`src/rtl/lmco_pkg.sv`:
```
// Shared widths and constants of the logistic map chaos oscillator.
package lmco_pkg;

   // Level, map rate and configuration formats (unsigned Q1.16, 65536 = 1.0)
   localparam int LEVEL_W = 17;
   localparam logic [LEVEL_W-1:0] ONE_Q16 = 17'd65536;
   localparam logic [LEVEL_W-1:0] LEVEL_RESET = 17'd6554;
   localparam int CSR_W = 17;
   localparam int CSR_IDX_W = 1;
   localparam logic [CSR_IDX_W-1:0] CSR_RATE_PARAM = 1'b0;
   localparam logic [CSR_IDX_W-1:0] CSR_INIT_VALUE = 1'b1;

   // Map rate 3 + p, at most 4.0 in Q.16
   localparam int RATE_W = 19;
   localparam logic [RATE_W-1:0] RATE_BASE = 19'd196608;

   // Phase (signed Q.24) and step formats
   localparam int PHASE_W = 27;
   localparam int STEP_W = 26;
   localparam int PHASE_X_W = 29;
   localparam logic signed [PHASE_W-1:0] PHASE_ONE = 27'sd16777216;
   localparam logic signed [STEP_W-1:0] STEP_ONE = 26'sd16777216;
   localparam logic signed [PHASE_X_W-1:0] PHASE_ONE_X = 29'sd16777216;
   localparam logic signed [PHASE_X_W-1:0] PHASE_MAX_X = 29'sd67108863;
   localparam logic signed [PHASE_X_W-1:0] PHASE_MIN_X = -29'sd67108864;

   // Digit-serial multiplier: 2-bit digits of the multiplier per cycle
   localparam int MUL_A_W = 20;
   localparam int MUL_B_W = 31;
   localparam int MUL_P_W = MUL_A_W + MUL_B_W;
   localparam int MUL_STEPS = MUL_A_W / 2;
   localparam int MUL_CNT_W = $clog2(MUL_STEPS + 1);

   // Stream widths
   localparam int REQ_DATA_W = 32;
   localparam int RSP_DATA_W = 16;
   localparam int CHAN_W = 4;
   localparam int CHAN_SLOTS = 16;

endpackage

```
`src/rtl/lmco_serial_mul.sv`:
```
// Radix-4 digit-serial unsigned multiplier, one 2-bit multiplier digit per cycle.
module lmco_serial_mul (
   input  logic                              clock,
   input  logic                              reset,
   input  logic                              start,
   input  logic [lmco_pkg::MUL_A_W-1:0]      mul_a,
   input  logic [lmco_pkg::MUL_B_W-1:0]      mul_b,
   output logic                              done,
   output logic [lmco_pkg::MUL_P_W-1:0]      product
);

   logic [lmco_pkg::MUL_A_W-1:0]   a_ff, a_in;
   logic [lmco_pkg::MUL_B_W-1:0]   b_ff, b_in;
   logic [lmco_pkg::MUL_B_W-1:0]   hi_ff, hi_in;
   logic [lmco_pkg::MUL_A_W-1:0]   lo_ff, lo_in;
   logic [lmco_pkg::MUL_CNT_W-1:0] cnt_ff, cnt_in;
   logic                           busy_ff, busy_in;
   logic                           done_ff, done_in;
   logic [lmco_pkg::MUL_B_W+1:0]   part;
   logic [lmco_pkg::MUL_B_W+1:0]   sum;

   // Partial product of the low digit and the running sum
   always_comb begin
      part = (a_ff[0] ? {2'b00, b_ff} : '0) + (a_ff[1] ? {1'b0, b_ff, 1'b0} : '0);
      sum  = {2'b00, hi_ff} + part;
   end

   // Load on start, then retire one digit per cycle into the low half
   always_comb begin
      a_in    = a_ff;
      b_in    = b_ff;
      hi_in   = hi_ff;
      lo_in   = lo_ff;
      cnt_in  = cnt_ff;
      busy_in = busy_ff;
      done_in = 1'b0;
      if (start) begin
         a_in    = mul_a;
         b_in    = mul_b;
         hi_in   = '0;
         lo_in   = '0;
         cnt_in  = lmco_pkg::MUL_CNT_W'(lmco_pkg::MUL_STEPS);
         busy_in = 1'b1;
      end else if (busy_ff) begin
         a_in   = {2'b00, a_ff[lmco_pkg::MUL_A_W-1:2]};
         hi_in  = sum[lmco_pkg::MUL_B_W+1:2];
         lo_in  = {sum[1:0], lo_ff[lmco_pkg::MUL_A_W-1:2]};
         cnt_in = cnt_ff - lmco_pkg::MUL_CNT_W'(1);
         if (cnt_ff == lmco_pkg::MUL_CNT_W'(1)) begin
            busy_in = 1'b0;
            done_in = 1'b1;
         end
      end
   end

   always_ff @(posedge clock) begin
      a_ff   <= a_in;
      b_ff   <= b_in;
      hi_ff  <= hi_in;
      lo_ff  <= lo_in;
      cnt_ff <= cnt_in;
      if (reset) begin
         busy_ff <= 1'b0;
         done_ff <= 1'b0;
      end else begin
         busy_ff <= busy_in;
         done_ff <= done_in;
      end
   end

   assign done    = done_ff;
   assign product = {hi_ff, lo_ff};

endmodule

```
`src/rtl/logistic_map_chaos_oscillator.sv`:
```
// Top level of the multichannel logistic map chaos oscillator.
//
// Requests arrive on the req_ stream: req_tuser is the action (0 advance,
// 1 restart), req_tdata carries the channel and the signed Q.24 phase step.
// Each request gives exactly one result on the rsp_ stream: rsp_tdata is the
// signed Q1.15 sample 2y-1, rsp_tuser flags that the level was recomputed.
// The csr_ port writes the map parameter p and the restart level.
//
// One request is worked on at a time. A request without a phase wrap, and a
// restart, go from S_LOAD straight to S_DONE; a wrap runs the logistic map
// through the shared radix-4 serial multiplier twice, in S_MUL1 and S_MUL2,
// before S_DONE hands the result to the output register.
// The output register frees the input side: a new request is taken while a
// result still waits for rsp_tready. A request that finishes while the
// previous result is still stalled holds until that result is taken.
// Synchronous reset presets every channel's phase to 1.0 and level to 0.1,
// p to 1.0 and the restart level to 0.1; no result is pending after reset.
module logistic_map_chaos_oscillator #(
   parameter int CHANNELS = 16
) (
   input  logic                                 clock,
   input  logic                                 reset,
   // req_tdata: [3:0] channel, [29:4] step, [31:30] zero
   input  logic [lmco_pkg::REQ_DATA_W-1:0]      req_tdata,
   // req_tuser: [0] action
   input  logic                                 req_tuser,
   input  logic                                 req_tvalid,
   output logic                                 req_tready,
   // rsp_tdata: [15:0] sample
   output logic [lmco_pkg::RSP_DATA_W-1:0]      rsp_tdata,
   // rsp_tuser: [0] updated
   output logic                                 rsp_tuser,
   output logic                                 rsp_tvalid,
   input  logic                                 rsp_tready,
   input  logic                                 csr_wr_en,
   input  logic [lmco_pkg::CSR_IDX_W-1:0]       csr_index,
   input  logic [lmco_pkg::CSR_W-1:0]           csr_wr_data
);

   localparam int DEPTH = (CHANNELS < lmco_pkg::CHAN_SLOTS) ? CHANNELS : lmco_pkg::CHAN_SLOTS;
   localparam int IDX_W = (DEPTH > 1) ? $clog2(DEPTH) : 1;

   localparam logic [2:0] S_IDLE = 3'd0;
   localparam logic [2:0] S_LOAD = 3'd1;
   localparam logic [2:0] S_MUL1 = 3'd2;
   localparam logic [2:0] S_MUL2 = 3'd3;
   localparam logic [2:0] S_DONE = 3'd4;

   // Channel field folded onto the channel count
   function automatic logic [lmco_pkg::CHAN_SLOTS-1:0][IDX_W-1:0] build_map();
      logic [lmco_pkg::CHAN_SLOTS-1:0][IDX_W-1:0] m;
      int c;
      c = 0;
      for (int i = 0; i < lmco_pkg::CHAN_SLOTS; i++) begin
         m[i] = IDX_W'(c);
         c = c + 1;
         if (c == CHANNELS) begin
            c = 0;
         end
      end
      return m;
   endfunction

   localparam logic [lmco_pkg::CHAN_SLOTS-1:0][IDX_W-1:0] CHAN_MAP = build_map();

   function automatic logic [lmco_pkg::RSP_DATA_W-1:0] to_sample(
      input logic [lmco_pkg::LEVEL_W-1:0] y
   );
      logic [lmco_pkg::RSP_DATA_W-1:0] s;
      if (y[lmco_pkg::LEVEL_W-1]) begin
         s = 16'h7FFF;
      end else begin
         s = {~y[15], y[14:0]};
      end
      return s;
   endfunction

   logic [2:0]                                 state_ff, state_in;
   logic [lmco_pkg::LEVEL_W-1:0]               rate_ff;
   logic [lmco_pkg::LEVEL_W-1:0]               init_ff;
   logic signed [lmco_pkg::PHASE_W-1:0]        phase_ff [DEPTH];
   logic [lmco_pkg::LEVEL_W-1:0]               level_ff [DEPTH];
   logic                                       act_ff;
   logic [IDX_W-1:0]                           idx_ff;
   logic signed [lmco_pkg::STEP_W-1:0]         step_ff, step_in;
   logic                                       upd_ff;
   logic [lmco_pkg::RSP_DATA_W-1:0]            rsp_data_ff;
   logic                                       rsp_user_ff;
   logic                                       rsp_valid_ff;

   logic                                       req_fire;
   logic signed [lmco_pkg::STEP_W-1:0]         req_step;
   logic [lmco_pkg::CSR_W-1:0]                 csr_clamped;
   logic signed [lmco_pkg::PHASE_W-1:0]        ph;
   logic [lmco_pkg::LEVEL_W-1:0]               lvl;
   logic                                       step_neg;
   logic                                       wrap;
   logic signed [lmco_pkg::PHASE_X_W-1:0]      ph_x, step_x, ph_w, ph_sum;
   logic signed [lmco_pkg::PHASE_W-1:0]        ph_next;
   logic signed [lmco_pkg::PHASE_W-1:0]        ph_restart;
   logic                                       mul_start;
   logic                                       mul_done;
   logic [lmco_pkg::MUL_A_W-1:0]               mul_a;
   logic [lmco_pkg::MUL_B_W-1:0]               mul_b;
   logic [lmco_pkg::MUL_P_W-1:0]               product;
   logic [lmco_pkg::RATE_W-1:0]                rate_full;
   logic [lmco_pkg::RATE_W:0]                  lvl_round;
   logic [lmco_pkg::LEVEL_W-1:0]               lvl_new;
   logic                                       out_free;

   assign req_tready = (state_ff == S_IDLE);
   assign req_fire   = req_tvalid && req_tready;
   assign out_free   = !rsp_valid_ff || rsp_tready;

   // Saturate the incoming step to plus or minus 1.0
   always_comb begin
      req_step = signed'(req_tdata[29:4]);
      if (req_step > lmco_pkg::STEP_ONE) begin
         step_in = lmco_pkg::STEP_ONE;
      end else if (req_step < -lmco_pkg::STEP_ONE) begin
         step_in = -lmco_pkg::STEP_ONE;
      end else begin
         step_in = req_step;
      end
   end

   // Clamp configuration writes to 1.0
   assign csr_clamped = (csr_wr_data > lmco_pkg::ONE_Q16) ? lmco_pkg::ONE_Q16 : csr_wr_data;

   // Phase wrap test and phase advance for the current channel
   always_comb begin
      ph       = phase_ff[idx_ff];
      lvl      = level_ff[idx_ff];
      step_neg = step_ff[lmco_pkg::STEP_W-1];
      ph_x     = lmco_pkg::PHASE_X_W'(ph);
      step_x   = lmco_pkg::PHASE_X_W'(step_ff);
      if (step_neg) begin
         wrap = (ph <= 0);
      end else begin
         wrap = (ph >= lmco_pkg::PHASE_ONE);
      end
      if (!wrap) begin
         ph_w = ph_x;
      end else if (step_neg) begin
         ph_w = ph_x + lmco_pkg::PHASE_ONE_X;
      end else begin
         ph_w = ph_x - lmco_pkg::PHASE_ONE_X;
      end
      ph_sum = ph_w + step_x;
      if (ph_sum > lmco_pkg::PHASE_MAX_X) begin
         ph_next = lmco_pkg::PHASE_MAX_X[lmco_pkg::PHASE_W-1:0];
      end else if (ph_sum < lmco_pkg::PHASE_MIN_X) begin
         ph_next = lmco_pkg::PHASE_MIN_X[lmco_pkg::PHASE_W-1:0];
      end else begin
         ph_next = ph_sum[lmco_pkg::PHASE_W-1:0];
      end
      ph_restart = step_neg ? '0 : lmco_pkg::PHASE_ONE;
   end

   // Feed the shared multiplier: y*(1-y) first, then (3+p) times that
   always_comb begin
      rate_full = lmco_pkg::RATE_BASE + lmco_pkg::RATE_W'(rate_ff);
      if (state_ff == S_LOAD) begin
         mul_a = lmco_pkg::MUL_A_W'(lvl);
         mul_b = lmco_pkg::MUL_B_W'(lmco_pkg::ONE_Q16 - lvl);
      end else begin
         mul_a = lmco_pkg::MUL_A_W'(rate_full);
         mul_b = product[lmco_pkg::MUL_B_W-1:0];
      end
      mul_start = ((state_ff == S_LOAD) && !act_ff && wrap)
               || ((state_ff == S_MUL1) && mul_done);
   end

   // Round half up, drop 32 fraction bits, clamp at 1.0
   always_comb begin
      lvl_round = {1'b0, product[lmco_pkg::MUL_P_W-1:32]}
                + (lmco_pkg::RATE_W+1)'(product[31]);
      if (lvl_round > (lmco_pkg::RATE_W+1)'(lmco_pkg::ONE_Q16)) begin
         lvl_new = lmco_pkg::ONE_Q16;
      end else begin
         lvl_new = lvl_round[lmco_pkg::LEVEL_W-1:0];
      end
   end

   lmco_serial_mul u_mul (
      .clock   (clock),
      .reset   (reset),
      .start   (mul_start),
      .mul_a   (mul_a),
      .mul_b   (mul_b),
      .done    (mul_done),
      .product (product)
   );

   // Sequence one request through load, map and result hand-off
   always_comb begin
      state_in = state_ff;
      case (state_ff)
         S_IDLE: begin
            if (req_fire) begin
               state_in = S_LOAD;
            end
         end
         S_LOAD: begin
            if (!act_ff && wrap) begin
               state_in = S_MUL1;
            end else begin
               state_in = S_DONE;
            end
         end
         S_MUL1: begin
            if (mul_done) begin
               state_in = S_MUL2;
            end
         end
         S_MUL2: begin
            if (mul_done) begin
               state_in = S_DONE;
            end
         end
         S_DONE: begin
            if (out_free) begin
               state_in = S_IDLE;
            end
         end
         default: begin
            state_in = S_IDLE;
         end
      endcase
   end

   // Capture the request, and in S_LOAD whether the level is recomputed
   always_ff @(posedge clock) begin
      if (req_fire) begin
         act_ff  <= req_tuser;
         idx_ff  <= CHAN_MAP[req_tdata[lmco_pkg::CHAN_W-1:0]];
         step_ff <= step_in;
      end
      if (state_ff == S_LOAD) begin
         upd_ff <= !act_ff && wrap;
      end
   end

   // Control state, configuration and result register
   always_ff @(posedge clock) begin
      if (reset) begin
         state_ff     <= S_IDLE;
         rate_ff      <= lmco_pkg::ONE_Q16;
         init_ff      <= lmco_pkg::LEVEL_RESET;
         rsp_valid_ff <= 1'b0;
      end else begin
         state_ff <= state_in;
         if (csr_wr_en) begin
            case (csr_index)
               lmco_pkg::CSR_RATE_PARAM: rate_ff <= csr_clamped;
               lmco_pkg::CSR_INIT_VALUE: init_ff <= csr_clamped;
               default: ;
            endcase
         end
         if ((state_ff == S_DONE) && out_free) begin
            rsp_valid_ff <= 1'b1;
         end else if (rsp_tready) begin
            rsp_valid_ff <= 1'b0;
         end
      end
   end

   always_ff @(posedge clock) begin
      if ((state_ff == S_DONE) && out_free) begin
         rsp_data_ff <= to_sample(lvl);
         rsp_user_ff <= upd_ff;
      end
   end

   // Channel stores: preset on reset, updated by restart, advance and map
   always_ff @(posedge clock) begin
      if (reset) begin
         for (int i = 0; i < DEPTH; i++) begin
            phase_ff[i] <= lmco_pkg::PHASE_ONE;
            level_ff[i] <= lmco_pkg::LEVEL_RESET;
         end
      end else begin
         if (state_ff == S_LOAD) begin
            if (act_ff) begin
               phase_ff[idx_ff] <= ph_restart;
               level_ff[idx_ff] <= init_ff;
            end else begin
               phase_ff[idx_ff] <= ph_next;
            end
         end
         if ((state_ff == S_MUL2) && mul_done) begin
            level_ff[idx_ff] <= lvl_new;
         end
      end
   end

   assign rsp_tdata  = rsp_data_ff;
   assign rsp_tuser  = rsp_user_ff;
   assign rsp_tvalid = rsp_valid_ff;

endmodule

```
`config.mk`:
```
export PLATFORM = sky130hd
export DESIGN_NAME = logistic_map_chaos_oscillator
export DESIGN_NICKNAME = d
export VERILOG_FILES = /design/src/rtl/lmco_pkg.sv /design/src/rtl/lmco_serial_mul.sv /design/src/rtl/logistic_map_chaos_oscillator.sv
export SDC_FILE = /design/constraint.sdc
export NUM_CORES = 2
export LEC_CHECK = 0
export ABC_AREA = 1
export BUFFER_PORTS_ARGS = -buffer_cell sky130_fd_sc_hd__clkbuf_2
export CORE_ASPECT_RATIO = 0.6
export CORE_MARGIN = 1
export CORE_UTILIZATION = 29
export CTS_CLUSTER_SIZE = 12
export DETAILED_ROUTE_END_ITERATION = 6
export GPL_ROUTABILITY_DRIVEN = 0
export PLACE_DENSITY = 0.55
export SYNTH_ARGS = -nofsm -noshare
export SYNTH_HDL_FRONTEND = slang
export SYNTH_SLANG_ARGS = --single-unit
```
`constraint.sdc`:
```
create_clock -name clock -period 9 [get_ports clock]
set_input_delay 1.8 -clock clock [delete_from_list [all_inputs] [get_ports clock]]
set_output_delay 1.8 -clock clock [all_outputs]
set_load 0.005 [all_outputs]
```
---- After elaboration in Yosys (flattened, before gate mapping) ----
Memory sizes are Yosys's and may differ from the RTL's. A register that Yosys moved wholly into a read port is not among the register bits.
Cells that the tools add are included.
storage, ports and cells
  flip-flop bits (word level) ............. 191
  RAM bits ................................ 704
  bits in read-only memories .............. 64
  input port bits ......................... 56
  output and inout port bits .............. 19
  logic and storage cells ................. 120
  memories kept ........................... 3
cells by class
  add/sub/neg operators ................... 9
  magnitude comparators ................... 8
  eq/ne operators ......................... 9
  mux-type cells .......................... 48
  bitwise gates (word level) .............. 5
  reductions and logical operators ........ 21
memories
  name             words  width  read ports  clocked after memory_dff  wr ports  RTL line                              RTL
  phase_ff         16     27     1           0                         16        logistic_map_chaos_oscillator.sv:81   logic signed [lmco_pkg::PHASE_W-1:0] phase_ff [DEPTH];
  level_ff         16     17     1           0                         16        logistic_map_chaos_oscillator.sv:82   logic [lmco_pkg::LEVEL_W-1:0] level_ff [DEPTH];
  (no name shown)  16     4      1           1                         0         logistic_map_chaos_oscillator.sv:236  idx_ff <= CHAN_MAP[req_tdata[lmco_pkg::CHAN_W-1:0]];
operators with widths
  cell                      count
  $mux W27                  4
  $mux W17                  4
  $mux W31                  2
  $mux W29                  2
  $mux W20                  2
  $add A31 B33 Y33          1
  $add A33 B33 Y33          1
  $mux W32                  1
  $add A29 B26 Y29          1
  $gt A29 B27 Y1 const B    1
  $lt A29 B27 Y1 const B    1
  $add A27 B26 Y28 const B  1
  $sub A27 B26 Y28 const B  1
  $ge A27 B26 Y1 const B    1
  $le A27 B1 Y1 const B     1
  $reduce_or A27 Y1         1
  $gt A26 B26 Y1 const B    1
  $lt A26 B25 Y1 const B    1
  $mux W26                  1
  $mux W25                  1
  $mux W1                   22
  $add A19 B1 Y20           1
  $gt A20 B17 Y1 const B    1
  $add A18 B17 Y19 const A  1
  25 further kinds          46

---- Longest topological paths before layout ----
An unclocked memory read counts as a cell.
  depth after elaboration ................. 10
  depth in mapped cells ................... 40
  mapped depth without buffers ............ 35

---- Cells and area by module ----
Synthesis repeated with hierarchy kept, for this count alone.
unflattened totals
  cells, all modules ...................... 5018
  area, all modules ....................... 45972.8 um^2
modules (own cells, without submodules)
  module                         times used  cells each  area an instance (um^2)
  logistic_map_chaos_oscillator  1           4062        38972.4
  lmco_serial_mul                1           956         7000.5

---- Least setup slack after synthesis ----
No wires, ideal clock.
  kind .................................... reg2reg
  start ................................... register idx_ff[1]
  end ..................................... memory phase_ff[2][2] (netlist bit) (data pin)
  setup time .............................. 0.270 ns
  arrival time ............................ 4.575 ns
  required time ........................... 8.730 ns
  setup slack ............................. 4.155 ns
  cell stages (with the launch flop) ...... 35
  buffers on the path ..................... 8
  cell sequence ........................... edfxtp_1 > buf_6 > inv_6 > nor2_2 > buf_6 > buf_6 > buf_6 > buf_2 > buf_2 > a22oi_1 > nand2_1 > nand2_1 > nand4_1 > inv_1 > ha_1 > inv_1 > ha_1 > nor2_1 > nand2_1 > nand2_2 > nand2_1 > o21ai_0 > inv_1 > ha_1 > nand2_1 > nor2_1 > nand2_1 > o21a_1 > nand2_1 > xor2_1 > nand2_1 > nand3_1 > buf_2 > buf_1 > a21oi_1
RTL lines
  item             RTL line                             RTL
  start, declared  logistic_map_chaos_oscillator.sv:84  logic [IDX_W-1:0] idx_ff;
  end, declared    logistic_map_chaos_oscillator.sv:81

==> summary.md <==
| Metric | Value |
|---|---|
| Slowest cell on the critical path | nand3_1 |
| Status | finished clean |
| Static leakage | about 19 nW |
| Sw frac | 0.342 |
| Yosys top cell area share | 0.526 |
| Clk pwr share | 0.329 |
| Detailed Place HPWL | between 90000 and 100000 um |
| CTS tree | yes |
| Initial antenna violation count | 1 |
| Setup-failing EPs final | 0 |
| Post-layout min period | roughly 7400 ps |
| Die Y | roughly 310 um |
| First-pass GRT wire length | between 200000 and 250000 um |
| Skew-Pair Late Insertion Delay | 740 ps |
| Switching power | 4.03 mW |
| Mean Syn Cell Area | 9.28 sq um |
| Hold Crit Class | register to register |
| Placed cell count | around 6900 |
| Critical Path Source | idx_ff[0] |
| I/O Buffers | between 70 and 80 |
| Endpoint class of the critical path | register |
| Setup TNS Final | 0 ps |
| Post-Synthesis Cells | 4942 |
| Critical Path AT | ~7900 ps |
| Seq pwr share | 0.422 |
| Max Cap Viol | 0 |
| N_diodes | 0 |
| RR Startpoint | idx_ff[0] |
| Clock-pin slew on the worst setup and hold paths | around 60 ps |
| Gr ovfl total | 0 |
| Layout area overhead | 10.8% |
| Max-slew headroom | 0.223 |
| CP Data Required Time | ~9500 ps |
| Yosys warnings | 0 |
| Layout Cells excl Fill | between 7000 and 8000 |
| Area after DPL | 47800 sq um |
| Die width | 516 um |
| Vias | 36000 |
| CP Class | register to register |
| Pre-CTS setup slack | 1890 ps |
| PwrDens | 232 nW/um^2 |
| DR WL/cell | 20.9 um |
| Post_cts resized | 0 |
| Footprint of the multi-input gates | roughly 17000 sq um |
| Critical path fanouts, max | 95 |
| Setup Skew | between 60 and 70 ps |
| Initial core utilization | 0.294 |
| Worst setup margin | roughly 1600 ps |
| Crit share post-route | 0.820 |
| Total track usage | 0.180 |
| Sequential cell area | about 26000 sq um |
| Total Wirelength | between 100000 and 150000 um |
| Max-slew violations | 0 |
| Seq cells post-synth | about 900 |
| Hold Violations, Final | 0 |
| RSZ-0062 raised after global routing | no |
| Tightest Pin Transition | approximately 1200 ps |
| Initial DRC Count | roughly 4500 |
| Worst path most repeated cell | nand2_1 |
| Remaining DRCs | 0 |
| Worst setup SP type | register |
| Post-synth top flop | edfxtp_1 |
| Max frequency | ~140 MHz |
| Synth area leaders | edfxtp_1 (53%), nand2_1 (13%), a21oi_1 (7.3%) |
| DIE AREA | 160000 sq um |
| # clock sinks | ~900 |
| Inserted Clock Buffers | 95 |
| CTS root buf | clkbuf_16 |
| Ys async rst share | 0 |
| Post-synth top cells | nand2_1 (1560), edfxtp_1 (803), a21oi_1 (670), inv_1 (276), nor2_1 (257) |
| Core area | around 160000 sq um |
| Post-DRT Antenna Nets | 0 |
| Crit path largest cell delay | ~910 ps |
| Htree depth | 3 |
| Post-Syn Area | ~46000 sq um |
| Maximum root-to-sink buffer count | 3 |
| Vias in the first global route | between 30000 and 40000 |
| Maximum VDD drop | ~0.15 mV |
| Hold_buf cts | 0 |
| Design area | approximately 50000 sq um |
| Fillcell total | about 16000 |
| Internal power | 7.75 mW |
| I/O pin count | 75 |
| Postcts setup bufs | 0 |
| Number of synthesized flops with an enable pin | 803 |
| 1st-pass router iterations | 6 |
| Synth unique cells | between 50 and 60 |
| Post-layout nets | 5027 |
| Leading area contributor after synthesis | edfxtp_1 |
| Cell Rows | 112 |
| Post-synthesis net count | 5100 |
| Layout cells sized above 1 | 0.0820 |
| Hold Slack | 444 ps |
| Comb pwr share | 0.249 |
| Largest net degree at the start of global routing | between 100 and 150 |
| Count leader, synth | nand2_1 |
| Via density | ~5 |
| Register area share after synthesis | 0.567 |
| Min-delay src | upd_ff |
routing by layer:
| metal | part of all wire | up-vias | GRT usage |
|---|---|---|---|
| li1 | - | 16700 | - |
| met1 | 0.48 | 17500 | 0.283 |
| met2 | 0.39 | 1657 | 0.240 |
| met3 | 0.11 | 160 | 0.0487 |
| met4 | 0.016 | 2 | 0.0344 |
| met5 | 0.000088 | - | 0 |
critical path: cells and delay by family (launching register included):
family	cells	cell delay, ps
compound gates	5	1110
xor+xnor	1	240
fa+ha+maj	3	660
buf+inv	6	1240
flops	1	610
simple gates	15	3200
through the flow:
stage,total power [mW],util
after detailed placement,7.93,0.306
after floorplan,7.04,-
after global routing,12.3,0.325
after global placement,7.90,0.306
final,11.8,0.325
after CTS,11.8,0.325
layout by cell type (no fill, tap or decap), types with 8 or more instances in the layout:
master | synthesis | routed
fa_1 | 32 | 32
clkinv_2 | 0 | 11
o21a_1 | 8 | 8
xor2_1 | 41 | 41
nand4_1 | 21 | 21
edfxtp_1 | 803 | 803
clkbuf_1 | 147 | 24
nor3_1 | 47 | 46
dfxtp_1 | 95 | 94
ha_1 | 70 | 70
nand2_1 | 1560 | 1560
clkinv_1 | 21 | 36
inv_2 | 17 | 17
nor2_2 | 13 | 14
nand3_2 | 22 | 22
a21oi_1 | 670 | 670
a22oi_1 | 158 | 158
xnor2_1 | 15 | 15
o21ai_1 | 22 | 22
clkbuf_16 | 0 | 97
clkbuf_2 | 0 | 72
or2_2 | 12 | 12
nor4_1 | 12 | 12
nor2_1 | 257 | 252
inv_1 | 276 | 274
nor3_2 | 13 | 14
o21ai_2 | 9 | 9
o21ai_0 | 129 | 129
buf_4 | 16 | 82
nand3_1 | 215 | 214
logic make-up (layout without fill, tap and decap cells):
family / after synthesis / count (layout) / synth area share
and+or+nand+nor: 2204 / 2204 / 0.200
AOI/OAI and AO/OA: 1041 / 1041 / 0.126
DFF: 898 / 898 / 0.567
buffers and inverters: 641 / 637 / 0.0637
adders and majority gates: 102 / 102 / 0.0330
xor gates and xnor gates: 56 / 56 / 0.0107
path summary, 6_finish.rpt:
kind	endpoint	slack, ps	depth (start not counted)
worst max-delay path	phase_ff[3][2]	1620	30
worst min-delay path	rsp_tuser	440	0
worst max register to register	phase_ff[3][2]	1620	30
worst min register to register	rsp_tuser	440	0
registers in the layout, summed over array words and instances (netlist names), 3 cells and up:
name	count
phase_ff	432
level_ff	272
u_mul.b_ff	31
u_mul.hi_ff	31
step_ff	26
u_mul.lo_ff	20
u_mul.a_ff	19
init_ff	17
rate_ff	17
rsp_tdata	16
idx_ff	4
u_mul.cnt_ff	4
state_ff	3
area by class of cell:
cell class	instances	share of cell area
clock inverter	39	0.00778
timing repair buffer	155	0.0196
multi-input combinational	3403	0.334
clock buffer	127	0.0511
tap	2109	0.0519
sequential	898	0.512
inverter	316	0.0236
power groups by stage:
stage / logic, mW / registers, mW / clock network [mW]
2_1_floorplan: 2.03 / 5.01 / 0
3_3_place_gp: 2.85 / 5.05 / 0
3_5_place_dp: 2.87 / 5.06 / 0
4_1_cts: 2.89 / 4.97 / 3.91
5_1_grt: 3.23 / 5.00 / 4.08
6_report: 2.94 / 4.97 / 3.87
Power figures use the tool's default switching activity.
